## src/hw/rtl/tsib_pkg.sv

```systemverilog
// Shared types, widths and character codes for the timestamp index builder.
package tsib_pkg;

    localparam int DEF_OFFSET_BITS = 48;
    localparam int DEF_STAMP_BITS  = 64;

    localparam int STAMP_FIELD_W  = 64;
    localparam int OFFSET_FIELD_W = 48;
    localparam int NUMBER_W       = 16;
    localparam int BASE_W         = 48;
    localparam int INTERVAL_W     = 32;
    localparam int LIMIT_W        = 16;
    localparam int BYTE_W         = 8;

    localparam int CFG_INDEX_W = 2;
    localparam int CFG_DATA_W  = 48;
    localparam int OUT_DATA_W  = STAMP_FIELD_W + OFFSET_FIELD_W + NUMBER_W;

    localparam logic [CFG_INDEX_W-1:0] REG_BASE_OFFSET    = 2'd0;
    localparam logic [CFG_INDEX_W-1:0] REG_INDEX_INTERVAL = 2'd1;
    localparam logic [CFG_INDEX_W-1:0] REG_ENTRY_LIMIT    = 2'd2;

    localparam logic [INTERVAL_W-1:0] RST_INTERVAL = 32'd2000;
    localparam logic [LIMIT_W-1:0]    RST_LIMIT    = 16'd20000;

    localparam logic [BYTE_W-1:0] CHAR_HASH    = 8'h23;
    localparam logic [BYTE_W-1:0] CHAR_ZERO    = 8'h30;
    localparam logic [BYTE_W-1:0] CHAR_NINE    = 8'h39;
    localparam logic [BYTE_W-1:0] CHAR_NEWLINE = 8'h0A;

    typedef struct packed {
        logic [BASE_W-1:0]     base_offset;
        logic [INTERVAL_W-1:0] index_interval;
        logic [LIMIT_W-1:0]    entry_limit;
        logic                  base_load;
    } t_cfg;

    typedef struct packed {
        logic [NUMBER_W-1:0]       entry_number;
        logic [OFFSET_FIELD_W-1:0] term_offset;
        logic [STAMP_FIELD_W-1:0]  entry_timestamp;
    } t_entry;

endpackage

```

## src/hw/rtl/tsib_cfg_regs.sv

```systemverilog
// Configuration registers of the timestamp index builder.
module tsib_cfg_regs
    import tsib_pkg::*;
(
    input  logic                   i_clk,
    input  logic                   i_rst_n,
    input  logic                   i_cfg_valid,
    output logic                   o_cfg_ready,
    input  logic [CFG_INDEX_W-1:0] i_cfg_index,
    input  logic [CFG_DATA_W-1:0]  i_cfg_data,
    output t_cfg                   o_cfg
);

    logic [BASE_W-1:0]     r_base;
    logic [INTERVAL_W-1:0] r_interval;
    logic [LIMIT_W-1:0]    r_limit;
    logic                  w_write;

    assign o_cfg_ready = 1'b1;
    assign w_write     = i_cfg_valid;

    always_ff @(posedge i_clk) begin
        if (!i_rst_n) begin
            r_base     <= '0;
            r_interval <= RST_INTERVAL;
            r_limit    <= RST_LIMIT;
        end else if (w_write) begin
            unique case (i_cfg_index)
                REG_BASE_OFFSET:    r_base     <= i_cfg_data[BASE_W-1:0];
                REG_INDEX_INTERVAL: r_interval <= i_cfg_data[INTERVAL_W-1:0];
                REG_ENTRY_LIMIT:    r_limit    <= i_cfg_data[LIMIT_W-1:0];
                default: ;
            endcase
        end
    end

    // The byte position is reloaded in the same transfer that writes the base offset.
    always_comb begin
        o_cfg.base_offset    = (w_write && i_cfg_index == REG_BASE_OFFSET)
                               ? i_cfg_data[BASE_W-1:0] : r_base;
        o_cfg.index_interval = r_interval;
        o_cfg.entry_limit    = r_limit;
        o_cfg.base_load      = w_write && i_cfg_index == REG_BASE_OFFSET;
    end

endmodule

```

## src/hw/rtl/tsib_parser.sv

```systemverilog
// Input register, line parser, timestamp accumulator and index decision.
module tsib_parser
    import tsib_pkg::*;
#(
    parameter int OFFSET_BITS = DEF_OFFSET_BITS,
    parameter int STAMP_BITS  = DEF_STAMP_BITS
) (
    input  logic              i_clk,
    input  logic              i_rst_n,
    input  t_cfg              i_cfg,
    input  logic              i_valid,
    output logic              o_ready,
    input  logic [BYTE_W-1:0] i_byte,
    input  logic              i_out_free,
    output logic              o_emit,
    output t_entry            o_entry
);

    localparam int EXT_W = 65;

    logic                   r_in_valid;
    logic [BYTE_W-1:0]      r_in_byte;
    logic                   r_in_number, n_in_number;
    logic                   r_skip, n_skip;
    logic [STAMP_BITS-1:0]  r_acc, n_acc;
    logic [STAMP_BITS-1:0]  r_last, n_last;
    logic [OFFSET_BITS-1:0] r_pos;
    logic [NUMBER_W-1:0]    r_made, n_made;

    logic                   w_advance;
    logic                   w_digit;
    logic [STAMP_BITS-1:0]  w_acc10;
    logic [STAMP_BITS:0]    w_thresh;
    logic                   w_gap_ok;
    logic                   w_take;
    logic [EXT_W-1:0]       w_pos_ext;
    logic [EXT_W-1:0]       w_acc_ext;
    logic [EXT_W-1:0]       w_base_ext;

    assign w_advance = r_in_valid && i_out_free;
    assign o_ready   = !r_in_valid || w_advance;

    always_ff @(posedge i_clk) begin
        if (!i_rst_n) begin
            r_in_valid <= 1'b0;
        end else if (o_ready) begin
            r_in_valid <= i_valid;
        end
    end

    always_ff @(posedge i_clk) begin
        if (o_ready && i_valid) begin
            r_in_byte <= i_byte;
        end
    end

    assign w_digit = r_in_byte >= CHAR_ZERO && r_in_byte <= CHAR_NINE;
    // Times ten as two shifted copies; the digit value is the low nibble of its code.
    assign w_acc10 = (r_acc << 3) + (r_acc << 1)
                     + {{(STAMP_BITS-4){1'b0}}, r_in_byte[3:0]};
    // Exact sum, one bit wider, so a large last entry never lets a small stamp through.
    assign w_thresh = {1'b0, r_last} + {{(STAMP_BITS+1-INTERVAL_W){1'b0}}, i_cfg.index_interval};
    assign w_gap_ok = {1'b0, r_acc} > w_thresh;
    assign w_take   = r_in_number && !w_digit && r_made < i_cfg.entry_limit
                      && (r_made == '0 || w_gap_ok);

    always_comb begin
        n_in_number = r_in_number;
        n_skip      = r_skip;
        n_acc       = r_acc;
        n_last      = r_last;
        n_made      = r_made;
        if (r_in_number) begin
            if (w_digit) begin
                n_acc = w_acc10;
            end else begin
                n_in_number = 1'b0;
                if (w_take) begin
                    n_last = r_acc;
                    n_made = r_made + NUMBER_W'(1);
                end
            end
        end else if (r_skip) begin
            if (r_in_byte == CHAR_NEWLINE) begin
                n_skip = 1'b0;
            end
        end else if (r_in_byte == CHAR_HASH) begin
            n_acc       = '0;
            n_in_number = 1'b1;
        end else if (r_in_byte != CHAR_NEWLINE) begin
            n_skip = 1'b1;
        end
    end

    assign w_base_ext = {{(EXT_W-BASE_W){1'b0}}, i_cfg.base_offset};

    always_ff @(posedge i_clk) begin
        if (!i_rst_n) begin
            r_in_number <= 1'b0;
            r_skip      <= 1'b0;
            r_acc       <= '0;
            r_last      <= '0;
            r_made      <= '0;
            r_pos       <= '0;
        end else begin
            if (w_advance) begin
                r_in_number <= n_in_number;
                r_skip      <= n_skip;
                r_acc       <= n_acc;
                r_last      <= n_last;
                r_made      <= n_made;
            end
            if (i_cfg.base_load) begin
                r_pos <= w_base_ext[OFFSET_BITS-1:0];
            end else if (w_advance) begin
                r_pos <= r_pos + OFFSET_BITS'(1);
            end
        end
    end

    assign w_pos_ext = {{(EXT_W-OFFSET_BITS){1'b0}}, r_pos};
    assign w_acc_ext = {{(EXT_W-STAMP_BITS){1'b0}}, r_acc};

    assign o_emit = w_advance && w_take;
    always_comb begin
        o_entry.entry_timestamp = w_acc_ext[STAMP_FIELD_W-1:0];
        o_entry.term_offset     = w_pos_ext[OFFSET_FIELD_W-1:0];
        o_entry.entry_number    = r_made;
    end

    a_modes_exclusive: assert property (@(posedge i_clk) disable iff (!i_rst_n)
        !(r_in_number && r_skip))
        else $error("number and line skip active together");

    a_emit_counts: assert property (@(posedge i_clk) disable iff (!i_rst_n)
        o_emit |=> r_made == $past(r_made) + 1'b1)
        else $error("entry count did not advance after an entry");

    a_emit_closes: assert property (@(posedge i_clk) disable iff (!i_rst_n)
        o_emit |=> !r_in_number)
        else $error("timestamp still open after its entry");

    a_stall_holds: assert property (@(posedge i_clk) disable iff (!i_rst_n)
        r_in_valid && !i_out_free |=> r_in_valid && r_in_byte == $past(r_in_byte))
        else $error("held byte lost while the result slot was full");

endmodule

```

## src/hw/rtl/tsib_out_reg.sv

```systemverilog
// Result register holding one index entry until the downstream transfer.
module tsib_out_reg
    import tsib_pkg::*;
(
    input  logic                  i_clk,
    input  logic                  i_rst_n,
    input  logic                  i_load,
    input  t_entry                i_entry,
    output logic                  o_free,
    output logic                  o_valid,
    input  logic                  i_ready,
    output logic [OUT_DATA_W-1:0] o_data
);

    logic   r_valid;
    t_entry r_entry;

    assign o_free = !r_valid || i_ready;

    always_ff @(posedge i_clk) begin
        if (!i_rst_n) begin
            r_valid <= 1'b0;
        end else if (i_load) begin
            r_valid <= 1'b1;
        end else if (i_ready) begin
            r_valid <= 1'b0;
        end
    end

    always_ff @(posedge i_clk) begin
        if (i_load) begin
            r_entry <= i_entry;
        end
    end

    assign o_valid = r_valid;
    assign o_data  = r_entry;

endmodule

```

## src/hw/rtl/trace_timestamp_index_builder.sv

```systemverilog
// Top level of the timestamp index builder for value-change dump data sections.
//
// Takes the data-section text one byte per transfer and returns an index entry
// (timestamp, file offset of the byte that ended it, entry number) for each
// timestamp line that opens a new index interval, up to the entry limit. A byte
// is held in an input register and parsed; its entry, if any, is loaded into
// and presented from a result register. The block sustains one byte per clock
// while results are taken; the parse stage sets the rate: one multiply-by-ten
// add and one 65-bit compare. When a result waits untaken, the byte behind it
// is held and the input stalls until the result register frees.
module trace_timestamp_index_builder
    import tsib_pkg::*;
#(
    parameter int OFFSET_BITS = DEF_OFFSET_BITS,
    parameter int STAMP_BITS  = DEF_STAMP_BITS
) (
    input  logic                   i_clk,
    input  logic                   i_rst_n,
    input  logic                   i_s_tvalid,
    output logic                   o_s_tready,
    input  logic [BYTE_W-1:0]      i_s_tdata,   // [7:0] data_byte
    output logic                   o_m_tvalid,
    input  logic                   i_m_tready,
    output logic [OUT_DATA_W-1:0]  o_m_tdata,   // [63:0] entry_timestamp,
                                                // [111:64] terminator offset,
                                                // [127:112] entry_number
    input  logic                   i_cfg_valid,
    output logic                   o_cfg_ready,
    input  logic [CFG_INDEX_W-1:0] i_cfg_index,
    input  logic [CFG_DATA_W-1:0]  i_cfg_data
);

    t_cfg   w_cfg;
    t_entry w_entry;
    logic   w_emit;
    logic   w_out_free;

    tsib_cfg_regs u_cfg (
        .i_clk       (i_clk),
        .i_rst_n     (i_rst_n),
        .i_cfg_valid (i_cfg_valid),
        .o_cfg_ready (o_cfg_ready),
        .i_cfg_index (i_cfg_index),
        .i_cfg_data  (i_cfg_data),
        .o_cfg       (w_cfg)
    );

    tsib_parser #(
        .OFFSET_BITS (OFFSET_BITS),
        .STAMP_BITS  (STAMP_BITS)
    ) u_parser (
        .i_clk      (i_clk),
        .i_rst_n    (i_rst_n),
        .i_cfg      (w_cfg),
        .i_valid    (i_s_tvalid),
        .o_ready    (o_s_tready),
        .i_byte     (i_s_tdata),
        .i_out_free (w_out_free),
        .o_emit     (w_emit),
        .o_entry    (w_entry)
    );

    tsib_out_reg u_out (
        .i_clk   (i_clk),
        .i_rst_n (i_rst_n),
        .i_load  (w_emit),
        .i_entry (w_entry),
        .o_free  (w_out_free),
        .o_valid (o_m_tvalid),
        .i_ready (i_m_tready),
        .o_data  (o_m_tdata)
    );

endmodule
```

## config.mk

```make
export PLATFORM = sky130hd
export DESIGN_NAME = trace_timestamp_index_builder
export DESIGN_NICKNAME = d
export VERILOG_FILES = /design/src/hw/rtl/tsib_pkg.sv /design/src/hw/rtl/tsib_cfg_regs.sv /design/src/hw/rtl/tsib_parser.sv /design/src/hw/rtl/tsib_out_reg.sv /design/src/hw/rtl/trace_timestamp_index_builder.sv
export SDC_FILE = /design/constraint.sdc
export NUM_CORES = 1
export LEC_CHECK = 0
export BUFFER_PORTS_ARGS = -buffer_cell sky130_fd_sc_hd__clkbuf_2
export CAP_MARGIN = 30
export CORE_MARGIN = 2
export CORE_UTILIZATION = 45
export DETAILED_ROUTE_END_ITERATION = 10
export GPL_TIMING_DRIVEN = 0
export HOLD_SLACK_MARGIN = 0.12
export PLACE_DENSITY_LB_ADDON = 0.3
export SYNTH_ARGS = -nofsm -noshare
export SYNTH_HDL_FRONTEND = slang
export SYNTH_SLANG_ARGS = --single-unit
```

## constraint.sdc

```tcl
create_clock -name i_clk -period 10.7 [get_ports i_clk]
set_input_delay 1.07 -clock i_clk [delete_from_list [all_inputs] [get_ports i_clk]]
set_output_delay 1.07 -clock i_clk [all_outputs]
set_load 0.05 [all_outputs]
```

# --- After elaboration in Yosys (flattened, before gate mapping) ---
# Cells that the tools add are included.
totals:
  romBits: 0
  mem_bits_rw: 0
  latchBits: 0
  regBits: 380
  in_bits: 63
  output_inout_bits: 131
  memories: 0
op_classes:
  shifts: 0
  n_eq_ne: 7
  magnitude_cmp: 4
  n_mul: 0
  n_mux: 16
  n_reduce_logical: 24
  addsub: 5
  div: 0
  n_bitwise: 2
op_table:
  columns: ["operator", "n"]
  rows:
  - ["64-bit 2-to-1 mux", 4]
  - ["48-bit 2-to-1 mux", 2]
  - ["64-bit by 32-bit adder with 65-bit output", 1]
  - ["64-bit by 65-bit greater-than comparator with 1-bit output", 1]
  - ["64-bit by 4-bit adder with 64-bit output", 1]
  - ["64-bit adder", 1]
  - ["48-bit by 1-bit adder with 48-bit output (second input constant)", 1]
  - ["16-bit by 1-bit adder with 16-bit output (second input constant)", 1]
  - ["16-bit zero test", 1]
  - ["16-bit less-than comparator", 1]
  - ["1-bit 2-to-1 mux", 10]
  - ["8-bit by 4-bit equality test with 1-bit output (second input constant)", 1]
  - ["8-bit by 6-bit equality test with 1-bit output (second input constant)", 1]
  - ["8-bit by 6-bit >= comparator with 1-bit output (second input constant)", 1]
  - ["8-bit by 6-bit less-or-equal comparator with 1-bit output (second input constant)", 1]
  - ["1-bit logical AND", 8]
  - ["8-bit by 4-bit inequality test with 1-bit output (second input constant)", 1]
  - ["4-bit AND reduction", 2]
  - ["2-bit AND reduction", 3]
  - ["2-bit nonzero test", 3]
  - ["1-bit zero test", 3]
  - ["1-bit logical OR", 3]
  - ["2-bit by 1-bit equality test with 1-bit output (second input constant)", 1]
  - ["2-bit equality test (second input constant)", 1]
  - ["other kinds (4)", 5]

# --- Longest topological paths before layout ---
depth:
  depth_word: 8
  depth_mapped: 29

# --- Cells and area by module ---
# Synthesis repeated with hierarchy kept, for this count alone.
hier_totals:
  cells_unflattened: 2550
  area_unflattened_um2: 24921.4
modules_own_cells:
  columns: ["mod", "cells_each", "n_inst", "seq_area_each_um2", "area_each_um2"]
  rows:
  - ["tsib_parser", 1983, 1, 4144.0, 16605.9]
  - ["tsib_cfg_regs", 435, 1, 1921.8, 4423.0]
  - ["tsib_out_reg", 132, 1, 3863.7, 3892.5]

# --- Worst setup path before layout ---
# Ideal clock, no wire load.
synth_timing:
  path_type: "reg-to-reg"
  start: "register u_cfg.r_interval[9]"
  end: "register u_out.r_entry (netlist bit u_out.o_data[0]), enable pin"
  path_buffers: 3
  slack_ns: 2.939
  setup_time_ns: 0.481
  period_less_slack_ns: 7.761
  stages_incl_launch_ff: 26
  arrival_time_ns: 7.280
  t_required_ns: 10.219
  path_cell_list: "dfxtp_1 -> ha_1 -> o21a_1 -> o21ai_0 -> a21o_1 -> or4_1 -> nand3_1 -> a21boi_1 -> nand2b_1 -> o31a_1 -> buf_1 -> nor2_1 -> nand3_1 -> xor2_1 -> ha_1 -> nand4_1 -> or3_1 -> o21a_1 -> o221ai_1 -> a221oi_1 -> a211oi_1 -> o21ai_0 -> a21o_1 -> clkbuf_1 -> buf_2 -> inv_1"
synth_between:
  elab_chain_cells: 5
synth_lines:
  columns: ["element", "line_no", "text"]
  rows:
  - ["start: declaration", "tsib_cfg_regs.sv:15", "logic [INTERVAL_W-1:0] r_interval;"]
  - ["start signal: assignment", "tsib_cfg_regs.sv:30", "REG_INDEX_INTERVAL: r_interval <= i_cfg_data[INTERVAL_W-1:0];"]
  - ["64-bit by 32-bit adder with 65-bit output", "tsib_parser.sv:62", "assign w_thresh = {1'b0, r_last} + {{(STAMP_BITS+1-INTERVAL_W){1'b0}}, i_cfg.index_interval};"]
  - ["64-bit by 65-bit greater-than comparator with 1-bit output", "tsib_parser.sv:63", "assign w_gap_ok = {1'b0, r_acc} > w_thresh;"]
  - ["1-bit logical OR", "tsib_parser.sv:65", "&& (r_made == '0 || w_gap_ok);"]
  - ["1-bit logical AND", "tsib_parser.sv:65", null]
  - ["1-bit logical AND", "tsib_parser.sv:124", "assign o_emit = w_advance && w_take;"]
  - ["named net u_out.i_load", "tsib_out_reg.sv:7", "input logic i_load,"]
  - ["end signal: assignment", "tsib_out_reg.sv:32", "r_entry <= i_entry;"]
  - ["end: declaration", "tsib_out_reg.sv:16", "t_entry r_entry;"]
# The timed path passes the listed nets, and every way through them passes these cells.
# A chain may end at the register's enable or synchronous reset.

# --- Final worst setup path ---
layout_timing:
  start: "register u_cfg.r_interval[1]"
  end: "register u_out.r_entry (netlist bit u_out.o_data[25]), enable pin"
# Same word-level chain as after synthesis.

==> impl_metrics.env <==
export IMPL_cts_root_buffer="clkbuf_16"
export IMPL_ant_nets=0
export IMPL_synth_top_area_share_pct=22.5
export IMPL_synthesis_instances=2302
export IMPL_ctsHoldBuffers=0
export IMPL_cp_required_ps=10930
export IMPL_ys_top_cells_by_area="dfxtp_1, edfxtp_1, ha_1"
export IMPL_yosysUniqueCellTypes=69
export IMPL_critPathMostFrequentCell="o21ai_0"
export IMPL_synth_seq_cells=380
export IMPL_crit_start="u_cfg.r_interval[1]"
export IMPL_wirelength_um=60300
export IMPL_synth_enable_flop_cells=136
export IMPL_clkSlewWorstSetupHoldPaths_ps=60
export IMPL_grt_max_degree=85
export IMPL_syn_avg_cell_area_um2=9.44
export IMPL_dieArea_um2=50000
export IMPL_dieWidth_um=224
export IMPL_worstMarginPinSlew_ps=962
export IMPL_maxCapViolations=0
export IMPL_stdcell_count=3192
export IMPL_crit_type="reg -> reg"
export IMPL_multiInputGateArea_um2=12100
export IMPL_ir_drop_mv=0.119
export IMPL_post_route_drc_count=0
export IMPL_synth_area_um2=21700
export IMPL_place_inst=3110
export IMPL_dp_hpwl_um=45500
export IMPL_grt_pass1_vias=17700
export IMPL_period_needed_ps=7990
export IMPL_relSlewSlack_pct=35.4
export IMPL_slowest_stage="a211oi_1"
export IMPL_seqCellArea_um2=8970
export IMPL_max_clock_freq_mhz=125
export IMPL_setup_viol=0
export IMPL_endpoint_kind="register"
export IMPL_yosysWarnings=0
export IMPL_start_util_pct=45.6
export IMPL_place_congestion=0.909
export IMPL_cellLeakagePower_nw=11.1
export IMPL_cp_top_family="compound AO/OA/AOI/OAI gates"
export IMPL_track_usage_pct=23.8
export IMPL_setup_tns_ps=0
export IMPL_die_h_um=224
export IMPL_htree_levels=2
export IMPL_grt_ovfl_total=0
export IMPL_clockBufferDepth=3
export IMPL_slew_viol_final=0
export IMPL_nets=2843
export IMPL_coreArea_um2=47600
export IMPL_cp_start_kind="register"
export IMPL_cellPowerDensity_nw_per_um2=127
export IMPL_hold_viol=0
export IMPL_cp_max_fo=84
export IMPL_cts_tree="done"
export IMPL_io_pins=194
export IMPL_synthArstFlopShare_pct=0
export IMPL_cts_setup_buffers=0
export IMPL_syn_num_nets=2604
export IMPL_fill_cells=4370
export IMPL_arrival_ps=8220
export IMPL_cts_resized=0
export IMPL_drt_initial_drc_count=1437
export IMPL_grt_pass1_wl_um=95200
export IMPL_drive_gt1_share_pct=11.0
export IMPL_critPathMaxStageDelay_ps=590
export IMPL_post_route_period_util_pct=74.7
export IMPL_r2r_start="u_cfg.r_interval[1]"
export IMPL_ys_flop_type="dfxtp_1"
export IMPL_routedWlPerCell_um=18.9
export IMPL_port_buffers=192
export IMPL_drt_first_pass_iters=5
export IMPL_crit_buf_inv=4
export IMPL_cts_buffers=44
export IMPL_n_antenna_cell=0
export IMPL_grt_antenna_before_repair=0
export IMPL_area_delta_synth_final_pct=15.1
export IMPL_outcome="finished clean"
export IMPL_holdCritPathClass="reg -> reg"
export IMPL_seq_area_frac_synth_pct=41.3
export IMPL_hp_start="u_cfg.r_limit[8]"
export IMPL_vias=18400
export IMPL_rsz0062_at_grt="false"
export IMPL_worstSkewPairLatency_ps=610
export IMPL_row_count=80
export IMPL_synth_top_cell_by_area="dfxtp_1"
export IMPL_cts_sinks=380
export IMPL_fin_skew_ps=36.9
export IMPL_vias_per_cell=5.75
-- layout by cell type (no fill, tap or decap), types with 25 or more instances in the layout --
master / synthesis / routed
nand4_1: 47 / 47
nand2_1: 226 / 226
a21oi_1: 173 / 173
clkbuf_16: 0 / 47
mux2i_1: 67 / 67
and3_1: 27 / 27
o21ai_0: 95 / 95
a21o_1: 68 / 68
inv_1: 60 / 59
ha_1: 236 / 236
xnor2_1: 75 / 75
a211oi_1: 55 / 55
a22oi_1: 32 / 32
nand3_1: 70 / 70
clkbuf_2: 0 / 192
edfxtp_1: 136 / 136
xor2_1: 89 / 89
nor3_1: 25 / 25
dfxtp_1: 244 / 244
nor2_1: 223 / 223
clkbuf_1: 87 / 95
-- registers in the layout, summed over array words and instances, names as in the netlist, 8 cells and up --
register	cells
u_cfg.r_interval	32
u_parser.r_made	16
u_cfg.r_limit	16
u_out.o_data	128
u_parser.r_in_byte	8
u_parser.r_pos	48
u_parser.r_acc	64
u_parser.r_last	64
-- final timing paths --
check                     endpoint  slack, ps  cells past startpoint
hold reg to reg   u_cfg.r_limit[8]        460                      2
hold / removal    u_cfg.r_limit[8]        460                      2
setup reg to reg  u_out.o_data[25]       2710                     26
setup / recovery  u_out.o_data[25]       2710                     26
-- worst reg2reg max path, cell delays in order, from the launching register on --
cell      delay [ps]
dfxtp_1          330
ha_1             300
a21o_1           160
a21oi_1          310
o21a_1           190
nor2_1            80
o31ai_1          470
o21ai_1          210
a221o_1          410
a221oi_1         480
o21ai_0          190
a21oi_1          220
xor2_1           100
ha_1             280
nand4_1           90
nor2_1           180
and3_1           210
o21ai_0           80
o21ai_0          320
a221oi_1         140
a211oi_1         590
o21ai_0          230
a21o_1           280
clkbuf_1         450
buf_2            410
inv_6            380
buf_16           370
-- final cells by class --
class	count	area share, %
multi-input cells	1763	48.5
flip-flops and latches	380	35.9
clock buffers	63	5.27
repair buffers	193	3.95
well taps	615	3.08
plain buffers	99	1.60
inverters	60	0.921
clock inverters	19	0.791
-- stage by stage --
step	power (W)	setup slack [ps]	hold slack (ps)	utilization [%]	cell area, um^2
CTS	0.00321	2860	458	52.5	25000
floorplan	0.00162	2940	428	-	21700
detailed placement	0.00167	2930	450	49.3	23500
global route	0.00328	2360	472	52.5	25000
global placement	0.00167	200	438	49.2	23500
finish	0.00319	2710	457	52.5	25000
-- logic make-up after synthesis --
logic type / count (synthesis) / synth area share, %
AND/OR/NAND/NOR: 728 / 15.6
other: 1 / 0.0173
AO/OA/AOI/OAI: 564 / 16.7
XOR/XNOR: 164 / 6.61
adder cells (fa/ha/maj): 239 / 13.9
buffers and inverters: 159 / 2.87
flip-flops: 380 / 41.3
multiplexers: 67 / 3.09
-- report_power, final --
| group | switching, W | internal, W |
|---|---|---|
| combinational | 0.0000744 | 0.0000402 |
| clock | 0.000648 | 0.000895 |
| sequential | 0.0000191 | 0.00151 |
-- cells in the mapped netlist, drive strengths merged, types with 25 or more instances --
cell type    n
clkbuf      87
nand4       47
nand3       70
edfxtp     136
nor3        25
inv         60
nor2       223
mux2i       67
a22oi       32
xnor2       75
nand2      226
dfxtp      244
xor2        89
a211oi      55
a21oi      173
a21o        68
and3        27
o21ai      102
ha         236
-- per-layer routing --
layer  up-vias  routed length [um]  track usage [%]
met2       517               28200             39.7
met1      8820               27100             31.6
met3       114                3010             3.15
met4         0                1990             8.43
met5         -                   0                0
li1       8909                   -                -
Power figures use the tool's default switching activity.
